--- config.mk ---
export PLATFORM = sky130hd
export DESIGN_NAME = textured_wall_column_raster_unit
export DESIGN_NICKNAME = d
export VERILOG_FILES = /design/src/sv/twcr_pkg.sv /design/src/sv/textured_wall_column_raster_unit.sv /design/src/sv/twcr_div.sv /design/src/sv/twcr_ctrl.sv /design/src/sv/twcr_dp.sv
export VERILOG_INCLUDE_DIRS = /design/src /design/src/sv
export SDC_FILE = /design/constraint.sdc
export NUM_CORES = 2
export LEC_CHECK = 0
export BUFFER_PORTS_ARGS = -buffer_cell sky130_fd_sc_hd__buf_2
export CAP_MARGIN = 5
export CORE_UTILIZATION = 45
export CTS_BUF_LIST = sky130_fd_sc_hd__clkbuf_4 sky130_fd_sc_hd__clkbuf_8
export CTS_CLUSTER_SIZE = 10
export DETAILED_ROUTE_END_ITERATION = 7
export GPL_ROUTABILITY_DRIVEN = 0
export SYNTH_ARGS = -nofsm -noshare
export SYNTH_HDL_FRONTEND = slang
export SYNTH_SLANG_ARGS = --single-unit
--- constraint.sdc ---
create_clock -name aclk -period 23.2 [get_ports aclk]
set_input_delay 3.48 -clock aclk [delete_from_list [all_inputs] [get_ports aclk]]
set_output_delay 3.48 -clock aclk [all_outputs]
set_load 0.01 [all_outputs]
--- src/sv/textured_wall_column_raster_unit_macros.svh ---
// assertion macros shared by the wall column raster modules
`ifndef TEXTURED_WALL_COLUMN_RASTER_UNIT_MACROS_SVH
`define TEXTURED_WALL_COLUMN_RASTER_UNIT_MACROS_SVH

// same-cycle implication, checked out of reset
`define TWCR_ASSERT_NOW(label, clk, rstn, ante, cons, msg) \
    label: assert property (@(posedge clk) disable iff (!(rstn)) (ante) |-> (cons)) \
        else $error(msg);

// next-cycle implication, checked out of reset
`define TWCR_ASSERT_NEXT(label, clk, rstn, ante, cons, msg) \
    label: assert property (@(posedge clk) disable iff (!(rstn)) (ante) |=> (cons)) \
        else $error(msg);

`endif

--- src/sv/twcr_pkg.sv ---
// shared types and constants of the wall column raster unit
package twcr_pkg;

    localparam int DIST_W    = 24;
    localparam int DIR_W     = 18;
    localparam int COL_W     = 10;
    localparam int POS_W     = 26;
    localparam int LH_W      = 12;
    localparam int PIX_W     = 19;
    localparam int TEX_SEL_W = 2;
    localparam int TEXEL_W   = 6;
    localparam int CFG_IDX_W = 1;

    localparam int DIV_NUM_W = 27;
    localparam int DIV_DEN_W = 24;
    localparam int DIV_CNT_W = $clog2(DIV_NUM_W);

    localparam logic [LH_W-1:0] MAX_LINE = 12'd4095;

    localparam logic OP_SETUP = 1'b0;
    localparam logic OP_TICK  = 1'b1;

    localparam logic [CFG_IDX_W-1:0] CFG_PLAYER_X = 1'b0;
    localparam logic [CFG_IDX_W-1:0] CFG_PLAYER_Y = 1'b1;

    localparam logic [TEX_SEL_W-1:0] TEX_NORTH = 2'd0;
    localparam logic [TEX_SEL_W-1:0] TEX_SOUTH = 2'd1;
    localparam logic [TEX_SEL_W-1:0] TEX_EAST  = 2'd2;
    localparam logic [TEX_SEL_W-1:0] TEX_WEST  = 2'd3;

    typedef struct packed {
        logic load_setup;
        logic tick;
        logic div_start;
        logic div_sel_step;
        logic load_lh;
        logic load_step;
        logic load_pos;
    } twcr_cmd_t;

    typedef struct packed {
        logic span_active;
        logic div_done;
    } twcr_status_t;

endpackage

--- src/sv/textured_wall_column_raster_unit.sv ---
// top level of the textured wall column raster unit
// row tick: accepted every cycle while the result register drains, result registered for the next cycle
// column setup: the next item waits while the sequencer runs two passes of the
// restoring divider (line height, then texture row step)
// a tick outside an active span and a setup item give no result
// synchronous active-low reset clears the sequencer, span and player position
module textured_wall_column_raster_unit #(
    parameter int SCREEN_HEIGHT = 480,
    parameter int SCREEN_WIDTH  = 640,
    parameter int TEXTURE_SIZE  = 64
) (
    input  logic                                  aclk,
    input  logic                                  aresetn,
    input  logic                                  cfg_valid,
    output logic                                  cfg_ready,
    input  logic [twcr_pkg::CFG_IDX_W-1:0]        cfg_index,
    input  logic [twcr_pkg::DIST_W-1:0]           cfg_data,
    input  logic                                  s_valid,
    output logic                                  s_ready,
    input  logic                                  s_op,
    input  logic [twcr_pkg::COL_W-1:0]            s_column,
    input  logic                                  s_wall_side,
    input  logic signed [twcr_pkg::DIR_W-1:0]     s_dir_x,
    input  logic signed [twcr_pkg::DIR_W-1:0]     s_dir_y,
    input  logic                                  s_step_x_positive,
    input  logic                                  s_step_y_negative,
    input  logic [twcr_pkg::DIST_W-1:0]           s_wall_distance,
    output logic                                  m_valid,
    input  logic                                  m_ready,
    output logic [twcr_pkg::PIX_W-1:0]            m_pixel_index,
    output logic [twcr_pkg::TEX_SEL_W-1:0]        m_texture_select,
    output logic [twcr_pkg::TEXEL_W-1:0]          m_texel_x,
    output logic [twcr_pkg::TEXEL_W-1:0]          m_texel_y,
    output logic                                  m_last_row
);

    twcr_pkg::twcr_cmd_t    cmd;
    twcr_pkg::twcr_status_t status;

    assign cfg_ready = 1'b1;

    twcr_ctrl u_ctrl (
        .aclk    (aclk),
        .aresetn (aresetn),
        .s_valid (s_valid),
        .s_ready (s_ready),
        .s_op    (s_op),
        .m_valid (m_valid),
        .m_ready (m_ready),
        .status  (status),
        .cmd     (cmd)
    );

    twcr_dp #(
        .SCREEN_HEIGHT (SCREEN_HEIGHT),
        .SCREEN_WIDTH  (SCREEN_WIDTH),
        .TEXTURE_SIZE  (TEXTURE_SIZE)
    ) u_dp (
        .aclk              (aclk),
        .aresetn           (aresetn),
        .cfg_we            (cfg_valid),
        .cfg_index         (cfg_index),
        .cfg_data          (cfg_data),
        .s_column          (s_column),
        .s_wall_side       (s_wall_side),
        .s_dir_x           (s_dir_x),
        .s_dir_y           (s_dir_y),
        .s_step_x_positive (s_step_x_positive),
        .s_step_y_negative (s_step_y_negative),
        .s_wall_distance   (s_wall_distance),
        .cmd               (cmd),
        .status            (status),
        .m_pixel_index     (m_pixel_index),
        .m_texture_select  (m_texture_select),
        .m_texel_x         (m_texel_x),
        .m_texel_y         (m_texel_y),
        .m_last_row        (m_last_row)
    );

endmodule

--- src/sv/twcr_div.sv ---
// restoring divider, one quotient bit per cycle
`include "textured_wall_column_raster_unit_macros.svh"

module twcr_div (
    input  logic                               aclk,
    input  logic                               aresetn,
    input  logic                               start,
    input  logic [twcr_pkg::DIV_NUM_W-1:0]     numerator,
    input  logic [twcr_pkg::DIV_DEN_W-1:0]     divisor,
    output logic                               done,
    output logic [twcr_pkg::DIV_NUM_W-1:0]     quotient
);

    localparam int NW = twcr_pkg::DIV_NUM_W;
    localparam int DW = twcr_pkg::DIV_DEN_W;
    localparam int CW = twcr_pkg::DIV_CNT_W;

    logic          busy_reg, busy_next;
    logic          done_reg, done_next;
    logic [CW-1:0] count_reg, count_next;
    logic [DW-1:0] rem_reg, rem_next;
    logic [NW-1:0] quo_reg, quo_next;
    logic [DW-1:0] dvs_reg, dvs_next;

    logic [DW:0]   rem_sh;
    logic [DW+1:0] diff;

    always_comb begin
        rem_sh     = {rem_reg, quo_reg[NW-1]};
        diff       = {1'b0, rem_sh} - {2'b00, dvs_reg};
        busy_next  = busy_reg;
        done_next  = 1'b0;
        count_next = count_reg;
        rem_next   = rem_reg;
        quo_next   = quo_reg;
        dvs_next   = dvs_reg;
        if (start) begin
            busy_next  = 1'b1;
            count_next = CW'(NW - 1);
            rem_next   = '0;
            quo_next   = numerator;
            dvs_next   = divisor;
        end else if (busy_reg) begin
            if (!diff[DW+1]) begin
                rem_next = diff[DW-1:0];
                quo_next = {quo_reg[NW-2:0], 1'b1};
            end else begin
                rem_next = rem_sh[DW-1:0];
                quo_next = {quo_reg[NW-2:0], 1'b0};
            end
            count_next = count_reg - 1'b1;
            if (count_reg == '0) begin
                busy_next = 1'b0;
                done_next = 1'b1;
            end
        end
    end

    always_ff @(posedge aclk) begin
        if (!aresetn) begin
            busy_reg  <= 1'b0;
            done_reg  <= 1'b0;
            count_reg <= '0;
        end else begin
            busy_reg  <= busy_next;
            done_reg  <= done_next;
            count_reg <= count_next;
        end
    end

    always_ff @(posedge aclk) begin
        rem_reg <= rem_next;
        quo_reg <= quo_next;
        dvs_reg <= dvs_next;
    end

    assign done     = done_reg;
    assign quotient = quo_reg;

    `TWCR_ASSERT_NOW(a_done_not_busy, aclk, aresetn, done_reg, !busy_reg, "divider done while busy")

endmodule

--- src/sv/twcr_ctrl.sv ---
// controller state machine: handshakes and setup sequencing
`include "textured_wall_column_raster_unit_macros.svh"

module twcr_ctrl (
    input  logic                   aclk,
    input  logic                   aresetn,
    input  logic                   s_valid,
    output logic                   s_ready,
    input  logic                   s_op,
    output logic                   m_valid,
    input  logic                   m_ready,
    input  twcr_pkg::twcr_status_t status,
    output twcr_pkg::twcr_cmd_t    cmd
);

    typedef enum logic [2:0] {
        ST_IDLE,
        ST_LH_START,
        ST_LH_WAIT,
        ST_STEP_START,
        ST_STEP_WAIT,
        ST_POS
    } state_t;

    state_t state_reg, state_next;
    logic   m_valid_reg, m_valid_next;
    logic   out_free;
    logic   accept;

    always_comb begin
        out_free   = !m_valid_reg || m_ready;
        s_ready    = (state_reg == ST_IDLE) && out_free;
        accept     = s_valid && s_ready;
        cmd        = '0;
        state_next = state_reg;
        unique case (state_reg)
            ST_IDLE: begin
                if (accept && s_op == twcr_pkg::OP_SETUP) begin
                    cmd.load_setup = 1'b1;
                    state_next     = ST_LH_START;
                end
                cmd.tick = accept && s_op == twcr_pkg::OP_TICK && status.span_active;
            end
            ST_LH_START: begin
                cmd.div_start = 1'b1;
                state_next    = ST_LH_WAIT;
            end
            ST_LH_WAIT: begin
                if (status.div_done) begin
                    cmd.load_lh = 1'b1;
                    state_next  = ST_STEP_START;
                end
            end
            ST_STEP_START: begin
                cmd.div_start    = 1'b1;
                cmd.div_sel_step = 1'b1;
                state_next       = ST_STEP_WAIT;
            end
            ST_STEP_WAIT: begin
                if (status.div_done) begin
                    cmd.load_step = 1'b1;
                    state_next    = ST_POS;
                end
            end
            ST_POS: begin
                cmd.load_pos = 1'b1;
                state_next   = ST_IDLE;
            end
            default: state_next = ST_IDLE;
        endcase
        if (cmd.tick) begin
            m_valid_next = 1'b1;
        end else if (m_ready) begin
            m_valid_next = 1'b0;
        end else begin
            m_valid_next = m_valid_reg;
        end
    end

    always_ff @(posedge aclk) begin
        if (!aresetn) begin
            state_reg   <= ST_IDLE;
            m_valid_reg <= 1'b0;
        end else begin
            state_reg   <= state_next;
            m_valid_reg <= m_valid_next;
        end
    end

    assign m_valid = m_valid_reg;

    `TWCR_ASSERT_NOW(a_done_in_wait, aclk, aresetn, status.div_done, (state_reg == ST_LH_WAIT) || (state_reg == ST_STEP_WAIT), "division finished outside a wait state")
    `TWCR_ASSERT_NEXT(a_result_held, aclk, aresetn, m_valid_reg && !m_ready, m_valid_reg, "pending item dropped")

endmodule

--- src/sv/twcr_dp.sv ---
// datapath: configuration, column setup arithmetic and row stepping
`include "textured_wall_column_raster_unit_macros.svh"

module twcr_dp #(
    parameter int SCREEN_HEIGHT = 480,
    parameter int SCREEN_WIDTH  = 640,
    parameter int TEXTURE_SIZE  = 64
) (
    input  logic                                    aclk,
    input  logic                                    aresetn,
    input  logic                                    cfg_we,
    input  logic [twcr_pkg::CFG_IDX_W-1:0]          cfg_index,
    input  logic [twcr_pkg::DIST_W-1:0]             cfg_data,
    input  logic [twcr_pkg::COL_W-1:0]              s_column,
    input  logic                                    s_wall_side,
    input  logic signed [twcr_pkg::DIR_W-1:0]       s_dir_x,
    input  logic signed [twcr_pkg::DIR_W-1:0]       s_dir_y,
    input  logic                                    s_step_x_positive,
    input  logic                                    s_step_y_negative,
    input  logic [twcr_pkg::DIST_W-1:0]             s_wall_distance,
    input  twcr_pkg::twcr_cmd_t                     cmd,
    output twcr_pkg::twcr_status_t                  status,
    output logic [twcr_pkg::PIX_W-1:0]              m_pixel_index,
    output logic [twcr_pkg::TEX_SEL_W-1:0]          m_texture_select,
    output logic [twcr_pkg::TEXEL_W-1:0]            m_texel_x,
    output logic [twcr_pkg::TEXEL_W-1:0]            m_texel_y,
    output logic                                    m_last_row
);

    localparam int ROW_W = $clog2(SCREEN_HEIGHT + 1);
    localparam int TX_W  = $clog2(TEXTURE_SIZE);
    localparam int HALF  = SCREEN_HEIGHT / 2;
    localparam int NW    = twcr_pkg::DIV_NUM_W;
    localparam int DW    = twcr_pkg::DIV_DEN_W;
    localparam int PW    = twcr_pkg::POS_W;
    localparam int LW    = twcr_pkg::LH_W;
    localparam int DIR_MSB = twcr_pkg::DIR_W - 1;
    localparam logic [NW-1:0] LH_NUM   = NW'(SCREEN_HEIGHT) << 16;
    localparam logic [NW-1:0] STEP_NUM = NW'(TEXTURE_SIZE) << 16;

    logic [twcr_pkg::DIST_W-1:0]    player_x_reg, player_y_reg;
    logic                           span_active_reg, span_active_next;

    logic [twcr_pkg::DIST_W-1:0]    dist_reg;
    logic [31:0]                    prod_reg;
    logic                           side_reg;
    logic                           mirror_reg;
    logic [twcr_pkg::COL_W-1:0]     column_reg;
    logic [twcr_pkg::TEX_SEL_W-1:0] texture_reg;
    logic [twcr_pkg::TEXEL_W-1:0]   texel_x_reg;
    logic [LW-1:0]                  lh_reg;
    logic [LW-2:0]                  offset_reg;
    logic [ROW_W-1:0]               current_row_reg;
    logic [ROW_W-1:0]               end_row_reg;
    logic [PW-1:0]                  row_step_reg;
    logic [PW-1:0]                  texpos_reg;

    logic [twcr_pkg::PIX_W-1:0]     pix_reg;
    logic [twcr_pkg::TEX_SEL_W-1:0] out_tex_reg;
    logic [twcr_pkg::TEXEL_W-1:0]   out_tx_reg;
    logic [twcr_pkg::TEXEL_W-1:0]   out_ty_reg;
    logic                           out_last_reg;

    logic                           div_done;
    logic [NW-1:0]                  quotient;
    logic [NW-1:0]                  div_num;
    logic [DW-1:0]                  div_den;

    logic signed [42:0]             prod_full;
    logic [twcr_pkg::TEX_SEL_W-1:0] texture_new;
    logic                           mirror_new;
    logic [31:0]                    hit_frac;
    logic [TX_W-1:0]                tx;
    logic [15:0]                    tx_wide;
    logic [LW-1:0]                  lh_sat;
    logic [LW-1:0]                  half_ext;
    logic [LW-1:0]                  half_scr;
    logic [LW-1:0]                  start_row;
    logic [LW-1:0]                  end_sum;
    logic [LW-1:0]                  end_row;
    logic [LW-1:0]                  offset;
    logic [36:0]                    pos_prod;
    logic [31:0]                    pix_full;
    logic [15:0]                    ty_wide;
    logic [ROW_W:0]                 row_inc;
    logic                           last;

    assign div_num = cmd.div_sel_step ? STEP_NUM : LH_NUM;
    assign div_den = cmd.div_sel_step ? DW'(lh_reg) : dist_reg;

    twcr_div u_div (
        .aclk      (aclk),
        .aresetn   (aresetn),
        .start     (cmd.div_start),
        .numerator (div_num),
        .divisor   (div_den),
        .done      (div_done),
        .quotient  (quotient)
    );

    always_comb begin
        prod_full = $signed({1'b0, s_wall_distance}) * (s_wall_side ? s_dir_x : s_dir_y);
        if (s_wall_side && s_step_y_negative) begin
            texture_new = twcr_pkg::TEX_NORTH;
        end else if (s_wall_side) begin
            texture_new = twcr_pkg::TEX_SOUTH;
        end else if (s_step_x_positive) begin
            texture_new = twcr_pkg::TEX_EAST;
        end else begin
            texture_new = twcr_pkg::TEX_WEST;
        end
        mirror_new = s_wall_side ? s_dir_y[DIR_MSB] : (!s_dir_x[DIR_MSB] && |s_dir_x);

        hit_frac = (side_reg ? {player_x_reg[15:0], 16'h0000}
                             : {player_y_reg[15:0], 16'h0000}) + prod_reg;
        tx       = hit_frac[31 -: TX_W];
        if (mirror_reg) begin
            tx = ~tx;
        end
        tx_wide = 16'(tx);

        if (quotient > NW'(twcr_pkg::MAX_LINE)) begin
            lh_sat = twcr_pkg::MAX_LINE;
        end else if (quotient == '0) begin
            lh_sat = LW'(1);
        end else begin
            lh_sat = quotient[LW-1:0];
        end
        half_ext  = {1'b0, lh_sat[LW-1:1]};
        half_scr  = LW'(HALF);
        start_row = (half_ext > half_scr) ? '0 : half_scr - half_ext;
        offset    = (half_ext > half_scr) ? half_ext - half_scr : '0;
        end_sum   = half_scr + half_ext;
        end_row   = (end_sum >= LW'(SCREEN_HEIGHT)) ? LW'(SCREEN_HEIGHT) : end_sum;

        pos_prod = 37'(offset_reg) * 37'(row_step_reg);

        pix_full = 32'(current_row_reg) * 32'(SCREEN_WIDTH) + 32'(column_reg);
        ty_wide  = 16'(texpos_reg[16 +: TX_W]);
        row_inc  = {1'b0, current_row_reg} + 1'b1;
        last     = row_inc >= {1'b0, end_row_reg};

        span_active_next = span_active_reg;
        if (cmd.load_setup) begin
            span_active_next = 1'b0;
        end else if (cmd.load_pos) begin
            span_active_next = current_row_reg < end_row_reg;
        end else if (cmd.tick && last) begin
            span_active_next = 1'b0;
        end
    end

    always_ff @(posedge aclk) begin
        if (!aresetn) begin
            player_x_reg    <= '0;
            player_y_reg    <= '0;
            span_active_reg <= 1'b0;
        end else begin
            if (cfg_we) begin
                unique case (cfg_index)
                    twcr_pkg::CFG_PLAYER_X: player_x_reg <= cfg_data;
                    twcr_pkg::CFG_PLAYER_Y: player_y_reg <= cfg_data;
                    default: ;
                endcase
            end
            span_active_reg <= span_active_next;
        end
    end

    always_ff @(posedge aclk) begin
        if (cmd.load_setup) begin
            dist_reg    <= s_wall_distance;
            prod_reg    <= prod_full[31:0];
            side_reg    <= s_wall_side;
            mirror_reg  <= mirror_new;
            column_reg  <= s_column;
            texture_reg <= texture_new;
        end
        if (cmd.load_lh) begin
            texel_x_reg     <= tx_wide[twcr_pkg::TEXEL_W-1:0];
            lh_reg          <= lh_sat;
            offset_reg      <= offset[LW-2:0];
            current_row_reg <= start_row[ROW_W-1:0];
            end_row_reg     <= end_row[ROW_W-1:0];
        end
        if (cmd.load_step) begin
            row_step_reg <= quotient[PW-1:0];
        end
        if (cmd.load_pos) begin
            texpos_reg <= pos_prod[PW-1:0];
        end
        if (cmd.tick) begin
            pix_reg         <= pix_full[twcr_pkg::PIX_W-1:0];
            out_tex_reg     <= texture_reg;
            out_tx_reg      <= texel_x_reg;
            out_ty_reg      <= ty_wide[twcr_pkg::TEXEL_W-1:0];
            out_last_reg    <= last;
            texpos_reg      <= texpos_reg + row_step_reg;
            current_row_reg <= row_inc[ROW_W-1:0];
        end
    end

    assign status.span_active = span_active_reg;
    assign status.div_done    = div_done;

    assign m_pixel_index    = pix_reg;
    assign m_texture_select = out_tex_reg;
    assign m_texel_x        = out_tx_reg;
    assign m_texel_y        = out_ty_reg;
    assign m_last_row       = out_last_reg;

    `TWCR_ASSERT_NOW(a_span_in_range, aclk, aresetn, span_active_reg, current_row_reg < end_row_reg, "active span past its end row")

endmodule

### Yosys cells after proc, flatten, opt, wreduce, memory -nomap -nowiden

Index checks and enable logic that the tools add are counted.

* $lt $le $gt $ge: 5
* multipliers: 3
* reductions and logical operators: 29
* eq/ne operators: 8
* bitwise operators: 5
* mux-type cells: 41
* add/subtract/negate cells: 9

Operators with widths (count)
* 27-bit two-way mux: 2
* 26-bit two-way mux: 2
* 25-bit by 43-bit multiplier with 32-bit output: 1
* 43-bit two-way mux: 1
* 12-bit two-way mux: 3
* 32-bit adder: 1
* 32-bit two-way mux: 1
* 27-bit by 12-bit greater-than comparator with 1-bit output, second input constant: 1
* 27-bit logical NOT: 1
* 9-bit two-way mux: 3
* 26-bit adder: 1
* 11-bit by 26-bit multiplier with 26-bit output: 1
* 25-bit by 24-bit subtractor with 26-bit output: 1
* 25-bit two-way mux: 1
* 24-bit two-way mux: 1
* 19-bit by 10-bit adder with 19-bit output: 1
* 1-bit two-way mux: 19
* 18-bit OR reduction: 1
* 3-bit one-hot mux with 5 select lines: 1
* 8-bit by 11-bit adder with 12-bit output, first input constant: 1
* 12-bit by 9-bit greater-or-equal comparator with 1-bit output, second input constant: 1
* 9-bit by 3-bit multiplier with 12-bit output, second input constant: 1
* 11-bit by 8-bit greater-than comparator with 1-bit output, second input constant: 1
* 11-bit by 8-bit subtractor with 11-bit output, second input constant: 1
* other kinds (26): 52

* register bits: 322
* logic and storage cells: 133
* output and inout port bits: 37

### Depth between registers and ports, before layout

* word-level depth: 10
* depth in mapped cells: 29
* depth with buffers taken out: 26

### Modules after synthesis

From an unflattened synthesis, not the netlist that was laid out.

* cells, all modules: 3438
* area total of the unflattened synthesis: 33897.5 um^2

By module, submodules not included
* twcr_dp: area each 28715.0 um^2, times used 1, cells each 2916
* twcr_div: area each 4878.4 um^2, times used 1, cells each 489
* twcr_ctrl: area each 292.8 um^2, times used 1, cells each 31
* textured_wall_column_raster_unit: area each 11.3 um^2, times used 1, cells each 2

### Least setup slack after synthesis

OpenSTA, ideal clock, no wires.

* path type: input to register
* from: input s_wall_side
* to: register u_dp.prod_reg[28] (data pin)
* stages on the path: 28
* slack: 12.763 ns
* buffers on the path: 3
* data arrival time: 10.174 ns
* path through: buf_2 > buf_1 > mux2_2 > clkbuf_1 > and2_1 > fa_1 > inv_1 > fa_1 > inv_1 > fa_1 > inv_1 > fa_1 > inv_1 > fa_1 > fa_1 > inv_1 > fa_1 > inv_1 > ha_1 > a21oi_1 > o21bai_1 > a21o_1 > nor3_1 > a21oi_1 > o22a_1 > a221oi_1 > o21bai_1 > xor2_1

* cells in the longest elaborated chain, start to end: 2

Ends and longest elaborated chain
* start: declaration: RTL line textured_wall_column_raster_unit.sv:22 `input logic s_wall_side,`
* 43-bit two-way mux: RTL line twcr_dp.sv:102 `prod_full = $signed({1'b0, s_wall_distance}) * (s_wall_side ? s_dir_x : s_dir_y);`
* 25-bit by 43-bit multiplier with 32-bit output: RTL line twcr_dp.sv:102
* named net u_dp.prod_full[28]: RTL line twcr_dp.sv:69 `logic signed [42:0] prod_full;`
* end signal: assignment: RTL line twcr_dp.sv:173 `prod_reg <= prod_full[31:0];`
* end: declaration: RTL line twcr_dp.sv:45 `logic [31:0] prod_reg;`

The timed path passes the listed nets, and every way through them passes these cells.
A chain may end at the register's enable or synchronous reset.

### Worst setup path after layout

Same ends and word-level chain as after synthesis.

==> out/metrics.csv <==
metric;value;unit
CTS H-Tree Depth;2;
fin. max-slew vios;0;
largest net degree at the start of global routing;62;
vias in the first global route;23560;
Post-synth EDFFs;230;
max-slew headroom at the worst pin;21.77;%
setup_tns;0;ns
Antenna Violating Nets Remaining;0;
DRC Markers;0;
worst r2r src;u_dp.offset_reg[4];
Highest Clock Rate;92.85;MHz
Worst Setup Path Type;in2reg;
via-per-instance ratio;5.106;
Root Buffer;clkbuf_8;
# Post-CTS Setup Buffers;0;
Final Critical Period;10.77;ns
drt total wl;77.14;mm
MaxCap Viol Count;0;
hold_buf cts;0;
die area;74700;sq um
Yosys reg bits;298;
CTS clk-pin slew, worst paths;0.06;ns
Crit path largest cell delay;0.82;ns
Remaining Overflow, GRT;0;
share of layout cells above drive strength 1;8.804;%
cts repair resizes;0;
max reg flops;27;
CTS Buf Count;54;
Worst Hold Launch;u_dp.column_reg[0];
Critical Path Sink Type;flip-flop;
CP arrival;11.17;ns
actual slew at the worst max-slew pin;1.171;ns
Distinct cells, synth;78;
final net count;4239;
cells along the critical path;buf_2, mux2_2, nand2_1, fa_1, fa_1, fa_1, inv_1, ha_1, fa_1, fa_1, inv_1, fa_1, inv_1, ha_1, and3_1, o211ai_1, a211oi_1, o21bai_1, a21oi_1, o22a_1, a221oi_1, o21bai_1, xor2_1;
Mapped Area;33120;sq um
# setup viols final;0;
final hold violation count;0;
# rows;99;
Reg2Reg Setup Slack;17.23;ns
worst skew pair latency;0.66;ns
Bufs on Longest Clock Path;3;
standard cell core area;72830;sq um
most common cell after layout, fill and taps aside;inv_1;
Die Ht;273.3;um
CTS tree;built;
crit-path most repeated cell;fa_1;
R2R depth;18;
drt initial violations;1059;
Crit path max-delay family;adder cells;
asr flop ratio synth;0;%
Crit path buffers/inverters;4;
chip width;273.3;um
Worst R2R End;u_dp.texpos_reg[20];
initial antenna violation count;4;
Area Growth Syn to Fin;7.849;%
Top FF cell, synth;edfxtp_1;
Detailed Place HPWL;56.97;mm
synthesized area per cell;9.902;sq um
hold endpoint;u_dp.m_pixel_index[0];
synthesized net count;4177;
total track usage;21.69;%
commonest non-fill, non-tap cells in the layout;inv_1, fa_1, nand2_1;
Routed WL per cell;17.48;um
initial core utilization;45.48;%
Hold Path Depth;0;
Yosys warnings;0;
RSZ-0062 raised after global routing;no;
type of origin of the critical path;input pin;
status;complete, no violations;
Syn Inst Count;3345;
IO Port Bufs;131;
Slowest cell on crit path;a211oi_1;
Pre-antenna DRT Iters;5;
critical path required time;23.60;ns
Sinks on Clock Net;298;
fin crit share;46.42;%
first-pass GRT wire length;127.1;mm
worst hold path class;reg2reg;
Top-Level Pins;141;
crit-path max FO;23;
routed vias;22540;
register area share after synthesis;24.96;%
Post-Route Skew;0.03311;ns
## metrics by stage
| step | hold WS (ns) | area [sq um] | worst slack (ns) | utilization, % | instances |
|---|---|---|---|---|---|
| after floorplan | 0.4003 | 33120 | 12.76 | - | 3345 |
| after global placement | 0.4021 | 34560 | 11.81 | 47.46 | 4310 |
| after detailed placement | 0.4045 | 34560 | 11.77 | 47.46 | 4310 |
| after CTS | 0.4185 | 35720 | 12.49 | 49.04 | 4412 |
| after global routing | 0.4225 | 35720 | 12.18 | 49.04 | 4413 |
| final | 0.4174 | 35720 | 12.43 | 49.05 | 4414 |
## area by class of cell
class / instances / area (sq um)
clock inverter: 38 / 335.3
clock buffer: 64 / 818.3
tap: 959 / 1200
timing repair buffer: 142 / 738.2
inverter: 590 / 2215
antenna: 2 / 5.005
sequential: 298 / 8268
multi-input combinational: 2321 / 22140
fill: 6906 / 37110
## per-layer routing
layer | GRT usage, % | routed length, um | part of all wire, %
met2 | 38.23 | 38530 | 50
met4 | 5.895 | 1847 | 2.4
met1 | 28.31 | 34080 | 44
met3 | 2.167 | 2692 | 3.5
met5 | 0 | 0 | 0
## worst max path at each step
| stage | from | endpoint | slack [ns] | cells past startpoint |
|---|---|---|---|---|
| final | s_wall_side | u_dp.prod_reg[28] | 12.43 | 23 |
| after detailed placement | s_wall_side | u_dp.prod_reg[28] | 11.77 | 23 |
| after global routing | s_wall_side | u_dp.prod_reg[28] | 12.18 | 23 |
| after CTS | s_wall_side | u_dp.prod_reg[28] | 12.49 | 23 |
| after floorplan | s_wall_side | u_dp.prod_reg[28] | 12.76 | 28 |
| after global placement | s_wall_side | u_dp.prod_reg[28] | 11.81 | 24 |
## cells in the mapped netlist, drive strengths merged, types with 25 or more instances
master / number / area share, %
nand2: 460 / 5.2
xnor2: 113 / 3.0
mux2: 45 / 1.5
a21oi: 93 / 1.4
dfxtp: 68 / 4.1
ha: 242 / 9.1
nor3: 25 / 0.38
edfxtp: 230 / 21
a21o: 35 / 0.79
a21boi: 39 / 0.88
fa: 486 / 29
o21ai: 91 / 1.4
clkbuf: 124 / 1.4
nor2: 80 / 0.94
inv: 589 / 6.7
xor2: 52 / 1.4
nand3: 25 / 0.38
and2: 307 / 5.8
## cells by family (layout without fill, tap and decap cells)
kind of cell / count (synthesis) / count (layout) / share of synthesized area, %
DFF: 298 / 298 / 24.96
adders and majority gates: 728 / 728 / 38.51
buffers and inverters: 726 / 834 / 8.291
xor gates and xnor gates: 165 / 165 / 4.363
other: 1 / 3 / 0.01132
AOI/OAI and AO/OA: 364 / 364 / 7.000
and+or+nand+nor: 1003 / 1003 / 14.88
muxes: 60 / 60 / 1.983
Power is left out: the tool's default activity adds up to more than one toggle a clock period on the data nets, which glitch-free logic cannot reach.
